File: config.mk
export PLATFORM = sky130hd
export DESIGN_NAME = winch_weight_mode_controller_core
export DESIGN_NICKNAME = d
export VERILOG_FILES = /design/src/design/wwm_pkg.sv /design/src/design/wwm_avg.sv /design/src/design/wwm_mode.sv /design/src/design/winch_weight_mode_controller_core.sv
export SDC_FILE = /design/constraint.sdc
export NUM_CORES = 1
export LEC_CHECK = 0
export ABC_AREA = 1
export BUFFER_PORTS_ARGS = -buffer_cell sky130_fd_sc_hd__buf_2
export CAP_MARGIN = 20
export CORE_UTILIZATION = 30
export CTS_BUF_LIST = sky130_fd_sc_hd__clkbuf_16
export CTS_CLUSTER_DIAMETER = 50
export DETAILED_ROUTE_END_ITERATION = 10
export PLACE_DENSITY = 0.5
export SKIP_LAST_GASP = 1
export SLEW_MARGIN = 10
export SYNTH_ARGS = -nofsm -noshare
export SYNTH_HDL_FRONTEND = slang
export SYNTH_HIERARCHICAL = 1
export SYNTH_SLANG_ARGS = --single-unit
File: constraint.sdc
create_clock -name clk -period 13.2 [get_ports clk]
set_input_delay 1.32 -clock clk [delete_from_list [all_inputs] [get_ports clk]]
set_output_delay 1.32 -clock clk [all_outputs]
set_load 0.005 [all_outputs]
File: src/design/wwm_pkg.sv
`timescale 1ns / 1ps
// ----------------------------------------------------------------------------
// wwm_pkg
// Shared types, codes and constants of the winch weight mode controller.
// ----------------------------------------------------------------------------
package wwm_pkg;

  localparam int DefaultAvgCount = 10;

  localparam int SumW  = 20;
  localparam int WgtW  = 17;
  localparam int TickW = 16;
  localparam int CmdW  = 4;
  localparam int ModeW = 3;
  localparam int StatW = 2;
  localparam int HeldW = 4;

  localparam logic signed [SumW-1:0] SumMax = 20'sd524287;
  localparam logic signed [SumW-1:0] SumMin = -20'sd524288;

  // Command codes.
  localparam logic [CmdW-1:0] CMD_SAMPLE  = 4'd0;
  localparam logic [CmdW-1:0] CMD_TICK    = 4'd1;
  localparam logic [CmdW-1:0] CMD_MANUAL  = 4'd2;
  localparam logic [CmdW-1:0] CMD_AUTO    = 4'd3;
  localparam logic [CmdW-1:0] CMD_HOLD    = 4'd4;
  localparam logic [CmdW-1:0] CMD_RELEASE = 4'd5;
  localparam logic [CmdW-1:0] CMD_UP      = 4'd6;
  localparam logic [CmdW-1:0] CMD_DOWN    = 4'd7;
  localparam logic [CmdW-1:0] CMD_STOP    = 4'd8;
  localparam logic [CmdW-1:0] CMD_EXIT    = 4'd9;

  // Mode codes.
  localparam logic [ModeW-1:0] MODE_IDLE    = 3'd0;
  localparam logic [ModeW-1:0] MODE_AUTO    = 3'd1;
  localparam logic [ModeW-1:0] MODE_RAISE   = 3'd2;
  localparam logic [ModeW-1:0] MODE_SETTLE  = 3'd3;
  localparam logic [ModeW-1:0] MODE_ADJUST  = 3'd4;
  localparam logic [ModeW-1:0] MODE_RELEASE = 3'd5;
  localparam logic [ModeW-1:0] MODE_PULSE   = 3'd6;

  // Status codes.
  localparam logic [StatW-1:0] STAT_OK       = 2'd0;
  localparam logic [StatW-1:0] STAT_READ_ERR = 2'd1;
  localparam logic [StatW-1:0] STAT_RANGE    = 2'd2;
  localparam logic [StatW-1:0] STAT_BUSY     = 2'd3;

  // Register indexes.
  localparam logic [2:0] REG_DEADBAND  = 3'd0;
  localparam logic [2:0] REG_HOLD_TH   = 3'd1;
  localparam logic [2:0] REG_REL_TH    = 3'd2;
  localparam logic [2:0] REG_ADJ_TH    = 3'd3;
  localparam logic [2:0] REG_SETTLE    = 3'd4;
  localparam logic [2:0] REG_ADJ_TICKS = 3'd5;
  localparam logic [2:0] REG_MIN_PULSE = 3'd6;
  localparam logic [2:0] REG_MAX_PULSE = 3'd7;

  typedef struct packed {
    logic        [TickW-1:0] auto_deadband;
    logic signed [WgtW-1:0]  raise_limit;
    logic signed [WgtW-1:0]  lower_limit;
    logic signed [WgtW-1:0]  adjust_threshold;
    logic        [TickW-1:0] settle_ticks;
    logic        [TickW-1:0] adjust_ticks;
    logic        [TickW-1:0] min_pulse_ticks;
    logic        [TickW-1:0] max_pulse_ticks;
  } cfg_t;

  localparam cfg_t CfgReset = '{
    auto_deadband:     16'd600,
    raise_limit:       -17'sd40,
    lower_limit:       -17'sd100,
    adjust_threshold:  -17'sd200,
    settle_ticks:      16'd600,
    adjust_ticks:      16'd300,
    min_pulse_ticks:   16'd100,
    max_pulse_ticks:   16'd3000
  };

  // Averager view of one item, after the item has been applied.
  typedef struct packed {
    logic                   fresh;
    logic                   read_fail;
    logic signed [WgtW-1:0] avg;
    logic [HeldW-1:0]       held;
  } avg_info_t;

  // Mode controller outputs, after the item has been applied.
  typedef struct packed {
    logic             relay_up;
    logic             relay_down;
    logic [ModeW-1:0] mode;
    logic [StatW-1:0] status;
    logic             done;
  } mode_info_t;

endpackage

File: src/design/wwm_avg.sv
`timescale 1ns / 1ps
// ----------------------------------------------------------------------------
// wwm_avg
// Sample accumulator and averager: saturating sum, sample count and the
// truncated average, computed by a reciprocal multiply.
// ----------------------------------------------------------------------------
module wwm_avg
  import wwm_pkg::*;
#(
  parameter int AVG_COUNT = DefaultAvgCount
) (
  input  logic                   clk,
  input  logic                   rst_n,
  input  logic                   fire,
  input  logic                   is_sample,
  input  logic                   sample_ok,
  input  logic signed [WgtW-1:0] weight,
  output avg_info_t              info
);

  localparam int CntW  = (AVG_COUNT > 1) ? $clog2(AVG_COUNT) : 1;
  // Exact floor division of a SumW-bit magnitude by a ceiling reciprocal.
  localparam int RecK  = SumW + $clog2(AVG_COUNT);
  localparam int RecW  = RecK + 1;
  localparam int ProdW = SumW + RecW;
  localparam logic [RecW-1:0] Recip =
    RecW'(((64'd1 << RecK) + 64'(AVG_COUNT) - 64'd1) / 64'(AVG_COUNT));
  localparam logic [CntW:0] CountEnd = (CntW + 1)'(AVG_COUNT);

  logic signed [SumW-1:0] sum_r, sum_nxt;
  logic [CntW-1:0]        count_r, count_nxt;
  logic signed [WgtW-1:0] avg_r, avg_nxt;

  logic signed [SumW:0]   sum_wide;
  logic signed [SumW-1:0] sum_sat;
  logic [CntW:0]          count_inc;
  logic                   take;
  logic                   complete;
  logic                   neg;
  logic [SumW-1:0]        mag;
  logic [ProdW-1:0]       prod;
  logic [SumW-1:0]        quot;
  logic signed [WgtW-1:0] avg_calc;

  assign take      = is_sample && sample_ok;
  assign sum_wide  = (SumW + 1)'(sum_r) + (SumW + 1)'(weight);
  assign count_inc = (CntW + 1)'(count_r) + 1'b1;
  assign complete  = take && (count_inc >= CountEnd);

  always_comb begin
    if (sum_wide > (SumW + 1)'(SumMax)) begin
      sum_sat = SumMax;
    end else if (sum_wide < (SumW + 1)'(SumMin)) begin
      sum_sat = SumMin;
    end else begin
      sum_sat = sum_wide[SumW-1:0];
    end
  end

  assign neg  = sum_sat[SumW-1];
  assign mag  = neg ? SumW'(-sum_sat) : SumW'(sum_sat);
  assign prod = ProdW'(mag) * ProdW'(Recip);
  assign quot = SumW'(prod >> RecK);

  // Saturate the quotient to the average range, truncated toward zero.
  always_comb begin
    if (neg) begin
      if (quot > SumW'(65536)) begin
        avg_calc = -17'sd65536;
      end else begin
        avg_calc = WgtW'(-$signed({1'b0, quot}));
      end
    end else begin
      if (quot > SumW'(65535)) begin
        avg_calc = 17'sd65535;
      end else begin
        avg_calc = WgtW'(quot);
      end
    end
  end

  always_comb begin
    sum_nxt   = sum_r;
    count_nxt = count_r;
    avg_nxt   = avg_r;
    if (complete) begin
      sum_nxt   = '0;
      count_nxt = '0;
      avg_nxt   = avg_calc;
    end else if (take) begin
      sum_nxt   = sum_sat;
      count_nxt = count_inc[CntW-1:0];
    end
  end

  always_ff @(posedge clk) begin
    if (!rst_n) begin
      sum_r   <= '0;
      count_r <= '0;
      avg_r   <= '0;
    end else if (fire) begin
      sum_r   <= sum_nxt;
      count_r <= count_nxt;
      avg_r   <= avg_nxt;
    end
  end

  assign info.fresh     = complete;
  assign info.read_fail = is_sample && !sample_ok;
  assign info.avg       = avg_nxt;
  assign info.held      = HeldW'(count_nxt);

endmodule

File: src/design/wwm_mode.sv
`timescale 1ns / 1ps
// ----------------------------------------------------------------------------
// wwm_mode
// Mode sequencer: auto, hold, release and timed pulse modes, relay drives
// and the tick timer.
// ----------------------------------------------------------------------------
module wwm_mode
  import wwm_pkg::*;
(
  input  logic              clk,
  input  logic              rst_n,
  input  logic              fire,
  input  logic [CmdW-1:0]   cmd,
  input  logic [TickW-1:0]  pulse_ticks,
  input  cfg_t              cfg,
  input  avg_info_t         avg_info,
  output mode_info_t        info
);

  logic [ModeW-1:0]       mode_r, mode_nxt;
  logic                   up_r, up_nxt;
  logic                   down_r, down_nxt;
  logic [TickW-1:0]       timer_r, timer_nxt;
  logic signed [WgtW-1:0] base_r, base_nxt;
  logic [StatW-1:0]       status;
  logic                   done;

  logic signed [WgtW:0]   delta;
  logic signed [WgtW:0]   band;
  logic [TickW-1:0]       timer_dec;
  logic                   timed_mode;
  logic                   in_range;

  assign delta      = (WgtW + 1)'(avg_info.avg) - (WgtW + 1)'(base_r);
  assign band       = $signed({2'b00, cfg.auto_deadband});
  assign timer_dec  = (timer_r != '0) ? timer_r - 1'b1 : '0;
  assign timed_mode = (mode_r == MODE_SETTLE) || (mode_r == MODE_ADJUST) ||
                      (mode_r == MODE_PULSE);
  assign in_range   = (pulse_ticks >= cfg.min_pulse_ticks) &&
                      (pulse_ticks <= cfg.max_pulse_ticks);

  always_comb begin
    mode_nxt  = mode_r;
    up_nxt    = up_r;
    down_nxt  = down_r;
    timer_nxt = timer_r;
    base_nxt  = base_r;
    status    = STAT_OK;
    done      = 1'b0;
    unique case (cmd)
      CMD_SAMPLE: begin
        if (avg_info.read_fail) begin
          status = STAT_READ_ERR;
        end else if (avg_info.fresh) begin
          if (mode_r == MODE_AUTO) begin
            up_nxt   = (delta > band);
            down_nxt = (delta < -band);
          end else if (mode_r == MODE_RAISE) begin
            if (avg_info.avg > cfg.raise_limit) begin
              up_nxt   = 1'b1;
              down_nxt = 1'b0;
            end else begin
              up_nxt    = 1'b0;
              down_nxt  = 1'b0;
              mode_nxt  = MODE_SETTLE;
              timer_nxt = cfg.settle_ticks;
            end
          end else if (mode_r == MODE_RELEASE) begin
            if (avg_info.avg < cfg.lower_limit) begin
              up_nxt   = 1'b0;
              down_nxt = 1'b1;
            end else begin
              up_nxt    = 1'b0;
              down_nxt  = 1'b0;
              mode_nxt  = MODE_IDLE;
              timer_nxt = '0;
              done      = 1'b1;
            end
          end
        end
      end
      CMD_TICK: begin
        if (timed_mode) begin
          if (timer_dec != '0) begin
            timer_nxt = timer_dec;
          end else if ((mode_r == MODE_SETTLE) &&
                       (avg_info.avg < cfg.adjust_threshold)) begin
            up_nxt    = 1'b0;
            down_nxt  = 1'b1;
            mode_nxt  = MODE_ADJUST;
            timer_nxt = cfg.adjust_ticks;
          end else begin
            up_nxt    = 1'b0;
            down_nxt  = 1'b0;
            mode_nxt  = MODE_IDLE;
            timer_nxt = '0;
            done      = 1'b1;
          end
        end
      end
      CMD_MANUAL, CMD_EXIT: begin
        up_nxt    = 1'b0;
        down_nxt  = 1'b0;
        mode_nxt  = MODE_IDLE;
        timer_nxt = '0;
        done      = (mode_r != MODE_IDLE);
      end
      CMD_AUTO, CMD_HOLD, CMD_RELEASE, CMD_UP, CMD_DOWN: begin
        if (mode_r != MODE_IDLE) begin
          status = STAT_BUSY;
        end else if (cmd == CMD_AUTO) begin
          // The base equals the average at entry, so both relays start off.
          base_nxt = avg_info.avg;
          mode_nxt = MODE_AUTO;
          up_nxt   = 1'b0;
          down_nxt = 1'b0;
        end else if (cmd == CMD_HOLD) begin
          if (avg_info.avg > cfg.raise_limit) begin
            up_nxt   = 1'b1;
            down_nxt = 1'b0;
            mode_nxt = MODE_RAISE;
          end else begin
            up_nxt    = 1'b0;
            down_nxt  = 1'b0;
            mode_nxt  = MODE_SETTLE;
            timer_nxt = cfg.settle_ticks;
          end
        end else if (cmd == CMD_RELEASE) begin
          if (avg_info.avg < cfg.lower_limit) begin
            up_nxt   = 1'b0;
            down_nxt = 1'b1;
            mode_nxt = MODE_RELEASE;
          end else begin
            // Release enters and ends at once.
            up_nxt    = 1'b0;
            down_nxt  = 1'b0;
            mode_nxt  = MODE_IDLE;
            timer_nxt = '0;
            done      = 1'b1;
          end
        end else if (!in_range) begin
          status = STAT_RANGE;
        end else begin
          up_nxt    = (cmd == CMD_UP);
          down_nxt  = (cmd != CMD_UP);
          timer_nxt = pulse_ticks;
          mode_nxt  = MODE_PULSE;
        end
      end
      CMD_STOP: begin
        if (mode_r == MODE_AUTO) begin
          up_nxt    = 1'b0;
          down_nxt  = 1'b0;
          mode_nxt  = MODE_IDLE;
          timer_nxt = '0;
          done      = 1'b1;
        end
      end
      default: begin
      end
    endcase
  end

  always_ff @(posedge clk) begin
    if (!rst_n) begin
      mode_r  <= MODE_IDLE;
      up_r    <= 1'b0;
      down_r  <= 1'b0;
      timer_r <= '0;
      base_r  <= '0;
    end else if (fire) begin
      mode_r  <= mode_nxt;
      up_r    <= up_nxt;
      down_r  <= down_nxt;
      timer_r <= timer_nxt;
      base_r  <= base_nxt;
    end
  end

  assign info.relay_up   = up_nxt;
  assign info.relay_down = down_nxt;
  assign info.mode       = mode_nxt;
  assign info.status     = status;
  assign info.done       = done;

endmodule

File: src/design/winch_weight_mode_controller_core.sv
`timescale 1ns / 1ps
// ----------------------------------------------------------------------------
// winch_weight_mode_controller_core
// Winch relay controller driven by weight samples, 1 ms ticks and operator
// commands, with an APB-style register port for thresholds and timings.
// ----------------------------------------------------------------------------
// Usage:
// Each request on the in_ stream carries one command in in_tuser (sample,
// tick, manual, auto, hold, release, up, down, stop key or exit) and its
// data in in_tdata. Every request yields exactly one result on the out_
// stream: both relay drives, the latest average, the sample count, the
// mode and a status code.
// The accepting edge loads a request into the input register; once the
// output register is empty or being read, the result from the mode and
// averaging logic is loaded into it and out_tvalid rises. One request is
// taken every cycle while the receiver does not stall; the rate is set by
// the single pass through the averager multiply and the mode compares.
// When the receiver stalls, the output register holds its result and the
// input register keeps the next request, so in_tready falls only when both
// are full. No request is dropped or repeated.
// Reset (rst_n low, synchronous) empties both registers, clears the sum,
// count, average, base weight and timer, sets the mode to idle with both
// relays off and loads the register defaults; pready is always high. The
// user writes registers only while no request is in flight (not checked).
// ----------------------------------------------------------------------------
module winch_weight_mode_controller_core
  import wwm_pkg::*;
#(
  parameter int AVG_COUNT = DefaultAvgCount
) (
  input  logic        clk,
  input  logic        rst_n,
  // Input stream.
  input  logic        in_tvalid,
  output logic        in_tready,
  // in_tdata: weight[16:0], sample_ok[17], pulse_ticks[33:18], zero[39:34].
  input  logic [39:0] in_tdata,
  // in_tuser: cmd[3:0].
  input  logic [3:0]  in_tuser,
  // Result stream.
  output logic        out_tvalid,
  input  logic        out_tready,
  // out_tdata: relay_up[0], relay_down[1], average[18:2], average_new[19],
  // samples_held[23:20], mode[26:24], status[28:27], mode_done[29],
  // zero[31:30].
  output logic [31:0] out_tdata,
  // Register port.
  input  logic        psel,
  input  logic        penable,
  input  logic        pwrite,
  input  logic [4:0]  paddr,
  input  logic [31:0] pwdata,
  output logic [31:0] prdata,
  output logic        pready
);

  // Configuration registers.
  cfg_t cfg_r;
  logic cfg_wr;
  logic [2:0] reg_idx;

  assign pready  = 1'b1;
  assign cfg_wr  = psel && penable && pwrite && pready;
  assign reg_idx = paddr[4:2];

  always_ff @(posedge clk) begin
    if (!rst_n) begin
      cfg_r <= CfgReset;
    end else if (cfg_wr) begin
      unique case (reg_idx)
        REG_DEADBAND:  cfg_r.auto_deadband     <= pwdata[TickW-1:0];
        REG_HOLD_TH:   cfg_r.raise_limit       <= $signed(pwdata[WgtW-1:0]);
        REG_REL_TH:    cfg_r.lower_limit       <= $signed(pwdata[WgtW-1:0]);
        REG_ADJ_TH:    cfg_r.adjust_threshold  <= $signed(pwdata[WgtW-1:0]);
        REG_SETTLE:    cfg_r.settle_ticks      <= pwdata[TickW-1:0];
        REG_ADJ_TICKS: cfg_r.adjust_ticks      <= pwdata[TickW-1:0];
        REG_MIN_PULSE: cfg_r.min_pulse_ticks   <= pwdata[TickW-1:0];
        REG_MAX_PULSE: cfg_r.max_pulse_ticks   <= pwdata[TickW-1:0];
        default: begin
        end
      endcase
    end
  end

  // Threshold registers read back sign-extended.
  always_comb begin
    unique case (reg_idx)
      REG_DEADBAND:  prdata = 32'(cfg_r.auto_deadband);
      REG_HOLD_TH:   prdata = 32'(cfg_r.raise_limit);
      REG_REL_TH:    prdata = 32'(cfg_r.lower_limit);
      REG_ADJ_TH:    prdata = 32'(cfg_r.adjust_threshold);
      REG_SETTLE:    prdata = 32'(cfg_r.settle_ticks);
      REG_ADJ_TICKS: prdata = 32'(cfg_r.adjust_ticks);
      REG_MIN_PULSE: prdata = 32'(cfg_r.min_pulse_ticks);
      REG_MAX_PULSE: prdata = 32'(cfg_r.max_pulse_ticks);
      default:       prdata = '0;
    endcase
  end

  // Input register: holds one request until the output register can take
  // its result.
  logic                   s1_valid_r;
  logic [CmdW-1:0]        s1_cmd_r;
  logic signed [WgtW-1:0] s1_weight_r;
  logic                   s1_ok_r;
  logic [TickW-1:0]       s1_pulse_r;
  logic                   advance;
  logic                   fire;

  assign advance   = !out_tvalid || out_tready;
  assign fire      = s1_valid_r && advance;
  assign in_tready = !s1_valid_r || advance;

  always_ff @(posedge clk) begin
    if (!rst_n) begin
      s1_valid_r <= 1'b0;
    end else if (in_tready) begin
      s1_valid_r <= in_tvalid;
    end
  end

  always_ff @(posedge clk) begin
    if (in_tready && in_tvalid) begin
      s1_cmd_r    <= in_tuser[CmdW-1:0];
      s1_weight_r <= $signed(in_tdata[WgtW-1:0]);
      s1_ok_r     <= in_tdata[WgtW];
      s1_pulse_r  <= in_tdata[WgtW+TickW:WgtW+1];
    end
  end

  // Averaging and mode logic; both update their state when a request fires.
  avg_info_t  avg_info;
  mode_info_t mode_info;

  wwm_avg #(
    .AVG_COUNT (AVG_COUNT)
  ) u_avg (
    .clk       (clk),
    .rst_n     (rst_n),
    .fire      (fire),
    .is_sample (s1_cmd_r == CMD_SAMPLE),
    .sample_ok (s1_ok_r),
    .weight    (s1_weight_r),
    .info      (avg_info)
  );

  wwm_mode u_mode (
    .clk         (clk),
    .rst_n       (rst_n),
    .fire        (fire),
    .cmd         (s1_cmd_r),
    .pulse_ticks (s1_pulse_r),
    .cfg         (cfg_r),
    .avg_info    (avg_info),
    .info        (mode_info)
  );

  // Output register.
  logic        out_valid_r;
  logic [31:0] out_data_r;

  always_ff @(posedge clk) begin
    if (!rst_n) begin
      out_valid_r <= 1'b0;
    end else if (advance) begin
      out_valid_r <= s1_valid_r;
    end
  end

  always_ff @(posedge clk) begin
    if (fire) begin
      out_data_r <= {2'b00, mode_info.done, mode_info.status, mode_info.mode,
                     avg_info.held, avg_info.fresh, avg_info.avg,
                     mode_info.relay_down, mode_info.relay_up};
    end
  end

  assign out_tvalid = out_valid_r;
  assign out_tdata  = out_data_r;

endmodule

==> impl_metrics.py <==
metrics = {
    "outcome": {
        "status": "complete, no violations",
    },
    "sta": {
        "tightest_slew_ns": 1.07,
        "min_period_ns": 12.74,
        "slew_viol_final": 0,
        "fin_setup_tns_ns": 0,
        "hold_viol_final": 0,
        "max_slew_margin_pct": 28.6,
        "fmax_mhz": 78.5,
        "rsz0062_at_grt": "yes",
        "setup_viol_count_final": 0,
        "period_share_pct": 96.5,
        "finClkSkew_ns": 0.0680,
    },
    "cts": {
        "clockBufferDepth": 3,
        "cts_tree": "built",
        "root_buffer": "clkbuf_16",
        "clk_latency_ns": 0.67,
        "cts_made_buffers": 55,
        "htree_levels": 2,
        "cts_hold_buf": 0,
        "clk_pin_slew_worst_paths_ns": 0.05,
        "cts_sinks": 280,
    },
    "placement": {
        "hpwl_um": 76900,
        "postPlaceCellArea_um2": 32300,
        "dp.cells": 5500,
        "numPortBuffers": 128,
        "gp_congestion": 0.919,
    },
    "critical_path": {
        "crit_type": "reg2reg",
        "cp.buffers_inverters": 18,
        "crit_top_cell": "nand2_1",
        "worstReg2RegEnd": "u_mode/up_r$_SDFFE_PN0P_",
        "cp_data_arrival_time_ns": 13.28,
        "reg2reg_depth": 89,
        "reg2reg_from": "s1_weight_r[0]$_DFFE_PP_",
        "max_stage_delay_ns": 0.53,
        "cp-end-kind": "flip-flop",
        "crit_cells": 89,
        "worst-endpoint-required_ns": 13.74,
        "crit_family": "adder cells",
        "start_kind": "flip-flop",
        "crit_fanout": 5,
        "cp_slowest_cell": "fa_1",
        "rrSetupSlack_ns": 0.46,
    },
    "cells_and_area": {
        "mostFrequentLayoutCell": "nand2_1",
        "nNetsFinal": 4914,
        "finalNonFillerCells": 5629,
        "syn2layout_area_growth_pct": 26.9,
        "drive_gt1_share_pct": 21.8,
        "stdcell_area_um2": 35700,
        "final_cell_mix": "nand2_1, inv_1, nor2_1",
        "antenna_cells": 0,
    },
    "drt": {
        "ant_nets": 0,
        "drtPass1Iterations": 8,
        "drc_errors": 0,
        "vias_per_cell": 4.78,
        "num_vias": 26900,
        "drt_iter0_drc": 1943,
        "wl_um": 98800,
        "wl_per_cell_um": 17.6,
    },
    "global_routing": {
        "track_usage_pct": 20.7,
        "grt_start_max_net_pins": 75,
        "grt_pass1_vias": 26000,
        "grt.overflow.total": 0,
        "grt_antenna_before_repair": 3,
        "grt_pass1_wl_um": 151000,
    },
    "min_path": {
        "min_path_type": "reg2reg",
        "hold_path_end": "u_mode/base_r[14]$_SDFFE_PN0P_",
        "min-delay-start": "u_mode/base_r[14]$_SDFFE_PN0P_",
        "hold_path_depth": 2,
    },
    "logic_synthesis": {
        "synth_edf_count": 68,
        "synth_seq_cells": 280,
        "ys_async_sr_fraction_pct": 0,
        "ys_warn_count": 6,
        "synth-seq-area-share_pct": 22.4,
        "yosysUniqueCellTypes": 73,
        "synth_cells": 3911,
        "syn_area_um2": 28100,
        "ys.flop_type": "dfxtp_1",
        "syn_area_per_cell_um2": 7.19,
    },
    "floorplanning": {
        "die_y_um": 308,
        "die-area_um2": 94900,
        "io_pins": 155,
        "rows": 111,
        "design.core.area_um2": 92200,
        "die_w_um": 308,
        "start_util_pct": 30.5,
    },
    "run": {
        "drv_cap": 0,
    },
}
## cells by family after synthesis
logic type	Yosys count	synth area share (%)
simple gates	1673	26.3
xor+xnor	104	3.41
compound gates	584	11.5
flops	280	22.4
buf+inv	781	11.2
fa+ha+maj	487	25.2
other cells	2	0.0267
## sequential cells by signal (all words and copies together) (netlist names)
register        count
s1_pulse_r         16
s1_valid_r          1
cfg_r             131
s1_cmd_r            4
u_mode/mode_r       3
s1_weight_r        17
u_avg/avg_r        17
out_tvalid          1
u_mode/base_r      17
out_tdata          30
u_mode/up_r         1
u_mode/timer_r     16
u_avg/count_r       4
u_mode/down_r       1
s1_ok_r             1
u_avg/sum_r        20
## layout make-up
type | count | area (um2)
clock buffers | 59 | 1480
clock inverters | 45 | 548
fillers | 9849 | 56500
inverters | 638 | 2410
multi-input cells | 2851 | 19800
flip-flops and latches | 280 | 6290
well taps | 1243 | 1560
repair buffers | 513 | 3580
## synthesized netlist by cell type (23+ instances only)
master | count | area share (%)
inv_2 | 23 | 0.31
fa_1 | 132 | 9.4
nand4_1 | 98 | 2.2
dfxtp_1 | 212 | 15
nand2_2 | 35 | 0.78
xnor2_1 | 30 | 0.93
buf_4 | 26 | 0.69
nand3_1 | 188 | 3.3
nor3_1 | 26 | 0.46
inv_1 | 610 | 8.1
ha_1 | 355 | 16
a31oi_1 | 30 | 0.67
a21oi_1 | 209 | 3.7
clkbuf_1 | 64 | 0.85
edfxtp_1 | 68 | 7.3
xor2_1 | 69 | 2.1
nand2_1 | 804 | 11
buf_2 | 35 | 0.62
o21ai_0 | 237 | 4.2
nor2_1 | 413 | 5.5
## metal layers
layer	global-route usage, %	vias to the layer above	share of wire, %
li1	-	13500	-
met1	29.2	12500	47
met2	32.2	774	44
met3	3.09	131	6.3
met4	6.27	0	2.8
met5	0	-	0
## stage by stage
stage / utilization (%) / setup WS, ns / hold WS [ns]
after global placement: 35.0 / -0.304 / 0.444
after detailed placement: 35.1 / -0.281 / 0.451
after floorplan: - / 0.640 / 0.433
final: 38.7 / 0.457 / 0.457
after CTS: 37.4 / 0.00460 / 0.459
after global routing: 38.7 / -0.378 / 0.473
## timing repair
action	CTS	global route
resized for setup	23	206
pin swaps	10	131
endpoints found under the setup margin	4	25
buffers inserted	5	20
## worst min-delay path: cells and delay by family, from the launching register on
| family | cells | cell delay [ns] |
|---|---|---|
| AO/OA/AOI/OAI | 1 | 0.05 |
| buffers and inverters | 1 | 0.06 |
| flip-flops | 1 | 0.29 |
## how the worst max path moves through the flow
stage	startpoint	endpoint	slack, ns
final	s1_weight_r[0]$_DFFE_PP_	u_mode/up_r$_SDFFE_PN0P_	0.46
after CTS	s1_weight_r[0]$_DFFE_PP_	out_tdata[0]$_DFFE_PP_	0.005
after floorplan	s1_weight_r[0]$_DFFE_PP_	out_tdata[0]$_DFFE_PP_	0.64
after global placement	s1_weight_r[0]$_DFFE_PP_	u_mode/up_r$_SDFFE_PN0P_	-0.30
after detailed placement	s1_weight_r[0]$_DFFE_PP_	u_mode/up_r$_SDFFE_PN0P_	-0.28
after global routing	s1_weight_r[0]$_DFFE_PP_	u_mode/down_r$_SDFFE_PN0P_	-0.38
Power is not shown: default switching activity piles up to over one toggle a cycle in this logic, so the estimate is an artifact.
